$ cat src/psubl_pkg.sv
package psubl_pkg;

  // Stream payload widths; the tdata widths are padded to whole bytes.
  localparam int unsigned InDataW  = 48;
  localparam int unsigned InUserW  = 2;
  localparam int unsigned OutDataW = 160;

  // Largest intensity percent.
  localparam logic [6:0] MaxPercent = 7'd100;

  // Request kinds carried on the input tuser.
  typedef enum logic [1:0] {
    ActSupervise    = 2'd0,
    ActSetFlag      = 2'd1,
    ActSetIntensity = 2'd2
  } action_e;

  // Configuration register indexes.
  typedef enum logic [1:0] {
    CfgTimeout = 2'd0,
    CfgForced  = 2'd1,
    CfgPeriod  = 2'd2
  } cfg_idx_e;

  // Snapshot of the supervisor state after one request.
  typedef struct packed {
    logic        supply_on;
    logic        relay_on;
    logic        relay_changed;
    logic [6:0]  current_intensity;
    logic [6:0]  applied_intensity;
    logic        duty_changed;
    logic [31:0] on_count;
    logic [31:0] off_count;
    logic [31:0] force_count;
    logic [31:0] change_count;
  } res_t;

endpackage

$ cat src/psubl_state.sv
module psubl_state (
  input  logic                clk_i,
  input  logic                rst_ni,
  input  logic                accept_i,
  input  psubl_pkg::action_e  action_i,
  input  logic                supply_pin_n_i,
  input  logic [31:0]         now_ms_i,
  input  logic [7:0]          host_value_i,
  input  logic [31:0]         timeout_ms_i,
  input  logic [6:0]          forced_intensity_i,
  output psubl_pkg::res_t     res_o
);
  import psubl_pkg::*;

  logic        supply_prev_q, supply_prev_d;
  logic [31:0] on_stamp_q, on_stamp_d;
  logic        flag_q, flag_d;
  logic        flag_prev_q, flag_prev_d;
  logic [6:0]  intensity_q, intensity_d;
  logic [6:0]  intensity_prev_q, intensity_prev_d;
  logic [31:0] on_count_q, on_count_d;
  logic [31:0] off_count_q, off_count_d;
  logic [31:0] force_count_q, force_count_d;
  logic [31:0] change_count_q, change_count_d;
  logic        relay_chg;
  logic        duty_chg;

  // Next state for one request.
  always_comb begin
    logic        supply;
    logic [31:0] elapsed;
    supply           = ~supply_pin_n_i;
    supply_prev_d    = supply_prev_q;
    on_stamp_d       = on_stamp_q;
    flag_d           = flag_q;
    flag_prev_d      = flag_prev_q;
    intensity_d      = intensity_q;
    intensity_prev_d = intensity_prev_q;
    on_count_d       = on_count_q;
    off_count_d      = off_count_q;
    force_count_d    = force_count_q;
    change_count_d   = change_count_q;
    relay_chg        = 1'b0;
    duty_chg         = 1'b0;
    elapsed          = '0;

    case (action_i)
      ActSupervise: begin
        // Supply edges stamp the time or shut the backlight down.
        if (supply != supply_prev_q) begin
          if (supply) begin
            on_stamp_d = now_ms_i;
            on_count_d = on_count_q + 32'd1;
          end else begin
            on_stamp_d  = '0;
            off_count_d = off_count_q + 32'd1;
            flag_d      = 1'b0;
            intensity_d = '0;
          end
          supply_prev_d = supply;
        end
        // Force the backlight on after the supply has been up long enough.
        elapsed = now_ms_i - on_stamp_d;
        if (supply && (elapsed > timeout_ms_i)) begin
          if (!flag_d) begin
            flag_d        = 1'b1;
            intensity_d   = (forced_intensity_i > MaxPercent) ? MaxPercent
                                                              : forced_intensity_i;
            force_count_d = force_count_q + 32'd1;
          end else begin
            on_stamp_d = '0;
          end
        end
        // Apply relay and duty only when they differ from what was applied.
        if (flag_d != flag_prev_q) begin
          flag_prev_d = flag_d;
          relay_chg   = 1'b1;
        end
        if (intensity_d != intensity_prev_q) begin
          intensity_prev_d = intensity_d;
          change_count_d   = change_count_q + 32'd1;
          duty_chg         = 1'b1;
        end
      end
      ActSetFlag: begin
        flag_d = (host_value_i != 8'd0);
      end
      ActSetIntensity: begin
        intensity_d = (host_value_i > {1'b0, MaxPercent}) ? MaxPercent
                                                          : host_value_i[6:0];
      end
      default: begin
      end
    endcase
  end

  // State registers, updated once per accepted request.
  always_ff @(posedge clk_i or negedge rst_ni) begin
    if (!rst_ni) begin
      supply_prev_q    <= 1'b0;
      on_stamp_q       <= '0;
      flag_q           <= 1'b0;
      flag_prev_q      <= 1'b0;
      intensity_q      <= '0;
      intensity_prev_q <= '0;
      on_count_q       <= '0;
      off_count_q      <= '0;
      force_count_q    <= '0;
      change_count_q   <= '0;
    end else if (accept_i) begin
      supply_prev_q    <= supply_prev_d;
      on_stamp_q       <= on_stamp_d;
      flag_q           <= flag_d;
      flag_prev_q      <= flag_prev_d;
      intensity_q      <= intensity_d;
      intensity_prev_q <= intensity_prev_d;
      on_count_q       <= on_count_d;
      off_count_q      <= off_count_d;
      force_count_q    <= force_count_d;
      change_count_q   <= change_count_d;
    end
  end

  // The result reflects the state as this request leaves it.
  always_comb begin
    res_o.supply_on         = supply_prev_d;
    res_o.relay_on          = flag_prev_d;
    res_o.relay_changed     = relay_chg;
    res_o.current_intensity = intensity_d;
    res_o.applied_intensity = intensity_prev_d;
    res_o.duty_changed      = duty_chg;
    res_o.on_count          = on_count_d;
    res_o.off_count         = off_count_d;
    res_o.force_count       = force_count_d;
    res_o.change_count      = change_count_d;
  end

endmodule

$ cat src/psu_backlight_supervisor.sv
// Supply and backlight supervisor. Each input request is either a supervise
// step (supply pin and millisecond time), a host write of the backlight on
// flag, or a host write of the intensity; every request yields exactly one
// result with the decoded supply state, the applied relay level, the
// intensity, the PWM compare value (pwm_period * applied intensity / 100) and
// four wrapping event counters. One request is taken per clock cycle while the
// result stream does not stall; stage one registers the state snapshot and the
// product, and stage two registers the result after the constant divide. The
// configuration registers reset to timeout 10000 ms, forced intensity 50 and
// period 480, and should only be written while no request is in flight.
module psu_backlight_supervisor (
  input  logic                             clk_i,
  input  logic                             rst_ni,
  // Input stream.
  input  logic                             s_axis_tvalid,
  output logic                             s_axis_tready,
  // tdata, from bit 0: supply_pin_n, now_ms[31:0], host_value[7:0], zero pad.
  input  logic [psubl_pkg::InDataW-1:0]    s_axis_tdata,
  // tuser: action[1:0].
  input  logic [psubl_pkg::InUserW-1:0]    s_axis_tuser,
  // Result stream.
  output logic                             m_axis_tvalid,
  input  logic                             m_axis_tready,
  // tdata, from bit 0: supply_on, relay_on, relay_changed,
  // current_intensity[6:0], compare_value[15:0], duty_changed,
  // supply_on_events, supply_off_events, forced_on_events,
  // duty_change_events (32 bits each), zero pad.
  output logic [psubl_pkg::OutDataW-1:0]   m_axis_tdata,
  // Configuration write port.
  input  logic                             cfg_we_i,
  input  logic [1:0]                       cfg_addr_i,
  input  logic [31:0]                      cfg_wdata_i
);
  import psubl_pkg::*;

  // x / 100 is taken as (x >> 2) / 25, with a reciprocal exact below 2^21.
  localparam int unsigned RecipShift = 26;
  localparam logic [21:0] RecipMul   = 22'd2684355;

  logic [31:0] timeout_q;
  logic [6:0]  forced_q;
  logic [15:0] period_q;

  logic        out_ready;
  logic        s1_ready;
  logic        in_accept;
  res_t        res_d;
  logic [22:0] prod_d;

  logic        s1_valid_q;
  res_t        s1_res_q;
  logic [22:0] s1_prod_q;

  logic [42:0] recip_prod;
  logic [15:0] cmp_d;

  logic        out_valid_q;
  res_t        out_res_q;
  logic [15:0] out_cmp_q;

  // Configuration registers.
  always_ff @(posedge clk_i or negedge rst_ni) begin
    if (!rst_ni) begin
      timeout_q <= 32'd10000;
      forced_q  <= 7'd50;
      period_q  <= 16'd480;
    end else if (cfg_we_i) begin
      case (cfg_idx_e'(cfg_addr_i))
        CfgTimeout: timeout_q <= cfg_wdata_i;
        CfgForced:  forced_q  <= cfg_wdata_i[6:0];
        CfgPeriod:  period_q  <= cfg_wdata_i[15:0];
        default: begin
        end
      endcase
    end
  end

  // Pipeline flow control: each stage advances when the one after it frees.
  assign out_ready     = !out_valid_q || m_axis_tready;
  assign s1_ready      = !s1_valid_q || out_ready;
  assign s_axis_tready = s1_ready;
  assign in_accept     = s_axis_tvalid && s1_ready;

  psubl_state u_state (
    .clk_i              (clk_i),
    .rst_ni             (rst_ni),
    .accept_i           (in_accept),
    .action_i           (action_e'(s_axis_tuser)),
    .supply_pin_n_i     (s_axis_tdata[0]),
    .now_ms_i           (s_axis_tdata[32:1]),
    .host_value_i       (s_axis_tdata[40:33]),
    .timeout_ms_i       (timeout_q),
    .forced_intensity_i (forced_q),
    .res_o              (res_d)
  );

  // Period times applied intensity; fits 23 bits since intensity is at most 100.
  assign prod_d = {7'd0, period_q} * {16'd0, res_d.applied_intensity};

  // Stage one: state snapshot and product.
  always_ff @(posedge clk_i or negedge rst_ni) begin
    if (!rst_ni) begin
      s1_valid_q <= 1'b0;
    end else if (s1_ready) begin
      s1_valid_q <= s_axis_tvalid;
    end
  end

  always_ff @(posedge clk_i) begin
    if (in_accept) begin
      s1_res_q  <= res_d;
      s1_prod_q <= prod_d;
    end
  end

  // Divide the product by 100.
  assign recip_prod = {22'd0, s1_prod_q[22:2]} * {21'd0, RecipMul};
  assign cmp_d      = recip_prod[RecipShift +: 16];

  // Stage two: result register.
  always_ff @(posedge clk_i or negedge rst_ni) begin
    if (!rst_ni) begin
      out_valid_q <= 1'b0;
    end else if (out_ready) begin
      out_valid_q <= s1_valid_q;
    end
  end

  always_ff @(posedge clk_i) begin
    if (out_ready && s1_valid_q) begin
      out_res_q <= s1_res_q;
      out_cmp_q <= cmp_d;
    end
  end

  assign m_axis_tvalid = out_valid_q;
  assign m_axis_tdata  = {5'd0,
                          out_res_q.change_count,
                          out_res_q.force_count,
                          out_res_q.off_count,
                          out_res_q.on_count,
                          out_res_q.duty_changed,
                          out_cmp_q,
                          out_res_q.current_intensity,
                          out_res_q.relay_changed,
                          out_res_q.relay_on,
                          out_res_q.supply_on};

endmodule
$ cat config.mk
export PLATFORM = sky130hd
export DESIGN_NAME = psu_backlight_supervisor
export DESIGN_NICKNAME = d
export VERILOG_FILES = /design/src/psubl_pkg.sv /design/src/psubl_state.sv /design/src/psu_backlight_supervisor.sv
export SDC_FILE = /design/constraint.sdc
export NUM_CORES = 2
export LEC_CHECK = 0
export BUFFER_PORTS_ARGS = -buffer_cell sky130_fd_sc_hd__buf_4
export CORE_MARGIN = 2
export CORE_UTILIZATION = 38
export DETAILED_ROUTE_END_ITERATION = 6
export GPL_TIMING_DRIVEN = 0
export PLACE_DENSITY = 0.62
export SYNTH_ARGS = -nofsm -noshare
export SYNTH_HDL_FRONTEND = slang
export SYNTH_SLANG_ARGS = --single-unit
$ cat constraint.sdc
create_clock -name clk_i -period 11.1 [get_ports clk_i]
set_input_delay 1.665 -clock clk_i [delete_from_list [all_inputs] [get_ports clk_i]]
set_output_delay 1.665 -clock clk_i [all_outputs]
set_load 0.01 [all_outputs]
==> results.toml <==
[run_status]
status = "complete, but fails checks"
violations = "negative setup slack"

[die]
die_h_um = 311
rows = 112
die_w_um = 311
start_util_pct = 38.4
num_io_pins = 251
die_area_um2 = 97000
core-area_um2 = 93500

[place]
pre_cts_slack_ns = -2.53
dpl-instance-area_um2 = 39700
portBuffers = 235
dpl.hpwl_um = 65500
gp_congestion = 0.900

[route]
wl_met3_um = 4990
detailedRoute.firstPassIterationCount = 5
drt_iter0_markers = 1132
wl_met1_um = 37400
wl_met2_um = 41200
routed_wl_um = 85800
routed.top_layer = "met5"
ant_nets = 0
viasPerCell = 4.87
wl_per_cell_um = 17.6
drc = 0
vias = 23700

[timing]
period_needed_ns = 11.18
report.final.slew_viol_count = 0
hold_ws_ns = 0.412
rsz0062_at_grt = "true"
setup_viol = 2
max_freq_mhz = 89.4
tightest_slew_ns = 1.05
layout_worst_path_cycle_share_pct = 101
finalHoldViolations = 0
timing.final.ws_setup_ns = -0.0818
slew_headroom_pct = 29.8
finClkSkew_ns = 0.0332

[setup_path]
cp_max_fo = 6
arrival_ns = 11.57
cp_top_family = "compound AO/OA/AOI/OAI gates"
critPathMaxStageDelay_ns = 0.56
crit_type = "primary input to register"
crit_required_ns = 11.48
path_depth = 50
crit_buf_inv = 12
worst_path_max_delay_cell = "fa_1"
r2r_cells = 49
critPathLaunchType = "primary input"
cp-end-kind = "register"

[clocking]
cts.clk_slew.worst_paths_ns = 0.06
htree_levels = 2
clk_path_buf_depth = 3
ctsHoldBuffers = 0
cts_sinks = 549
root_buffer = "clkbuf_16"
cts_tree = "yes"
numCtsBuffers = 60
clk_latency_ns = 0.65

[logic_synthesis]
syn_area_per_cell_um2 = 11.3
synthArstFlopShare_pct = 42.6
synth_edf_count = 315
synth_cell_type_count = 86
yosysSeqAreaShare_pct = 42.7
syn_area_um2 = 35900
ys_seq_elements = 549
yosys_most_used_dff = "edfxtp_1"
yosys_warnings = 0
postSynthCellCount = 3177

[run]
cap_violations = 0

[cells_and_area]
final_common_cell = "inv_1"
fin_area_um2 = 43000
drive_gt1_share_pct = 17.6
nNetsFinal = 4180
synthToLayoutAreaGrowth_pct = 19.9
final_cell_mix = "413 x inv_1, 315 x edfxtp_1, 310 x buf_4, 288 x ha_1, 231 x nand2_1"
fin_util_pct = 46.1

[hold_path]
hold_path_depth = 0
hold_path.class = "register to register"

[global_route]
grt-ovfl-total = 0
grt_pass1_wl_um = 136000
grt_pass1_vias = 24600
antenna_found_initial = 11
grt_max_degree = 102
grt_util_all_layers_pct = 17.7
-- cells by family (layout without fill, tap and decap cells) --
logic type               Yosys count  in the layout  share of synthesized area (%)
flip-flops                       549            549                           42.7
AO/OA/AOI/OAI                    379            379                           7.19
buffers and inverters            523            956                           5.72
XOR/XNOR                         312            312                           7.61
adder cells (fa/ha/maj)          532            532                           23.2
AND/OR/NAND/NOR                  803            803                           11.3
multiplexers                      78             78                           2.33
other                              1              7                         0.0104
-- final timing paths --
path,from,endpoint,slack (ns)
max,s_axis_tdata[0],s1_prod_q[22],-0.08
min,s1_res_q[75],m_axis_tdata[70],0.41
max reg2reg,u_state.supply_prev_q,s1_prod_q[22],0.29
min reg2reg,s1_res_q[75],m_axis_tdata[70],0.41
max in group asynchronous,rst_ni,u_state.on_count_q[28],8.83
min in group asynchronous,rst_ni,u_state.change_count_q[24],0.95
-- cell usage after synthesis, types with 61 or more instances --
| library cell | n | share of area (%) |
|---|---|---|
| edfxtp_1 | 315 | 26 |
| nor2_1 | 150 | 1.6 |
| clkbuf_1 | 66 | 0.69 |
| o21ai_0 | 87 | 1.2 |
| nand2_1 | 231 | 2.4 |
| xor2_1 | 131 | 3.2 |
| nand3_1 | 82 | 1.1 |
| xnor2_1 | 181 | 4.4 |
| dfrtp_1 | 222 | 15 |
| a21o_1 | 61 | 1.3 |
| inv_1 | 420 | 4.4 |
| ha_1 | 306 | 11 |
| a21oi_1 | 74 | 1.0 |
| fa_1 | 223 | 12 |
-- registers in the layout, summed over array words and instances, names as in the netlist --
signal,cells
m_axis_tdata,139
s1_res_q,139
timeout_q,32
u_state.change_count_q,32
u_state.force_count_q,32
u_state.off_count_q,32
u_state.on_count_q,32
u_state.on_stamp_q,32
s1_prod_q,21
out_cmp_q,16
period_q,16
forced_q,7
u_state.intensity_prev_q,7
u_state.intensity_q,7
m_axis_tvalid,1
s1_valid_q,1
u_state.flag_prev_q,1
u_state.flag_q,1
u_state.supply_prev_q,1
-- metrics by stage --
stage                     instances  setup TNS, ns
final                          4870         -0.122
after global routing           4869          -1.98
after CTS                      4852         -0.686
after detailed placement       4679         -34.70
after global placement         4670         -34.10
after floorplan                3181         -0.218
-- timing repair --
action	CTS	global route
resized for setup	87	57
endpoints found under the hold margin	0	0
endpoints found under the setup margin	19	15
cloned	1	0
pin swaps	67	71
buffers inserted	60	20
-- layer usage --
metal  vias to the layer above  global-route usage (%)
li1                      11500                       -
met1                     11600                    22.7
met2                       455                    30.2
met3                       126                    3.97
met4                        18                    4.66
met5                         -                       0
-- area by class of cell --
| class | instances | area [um2] |
|---|---|---|
| diodes | 2 | 5.00 |
| plain buffers | 97 | 571 |
| clock buffers | 80 | 1680 |
| clock inverters | 34 | 443 |
| fillers | 8514 | 50400 |
| inverters | 421 | 1580 |
| multi-input cells | 2109 | 19200 |
| flip-flops and latches | 549 | 15300 |
| well taps | 1254 | 1570 |
| repair buffers | 324 | 2660 |
Power is left out: the tool's default activity adds up to more than one toggle a clock period on the data nets, which glitch-free logic cannot reach.
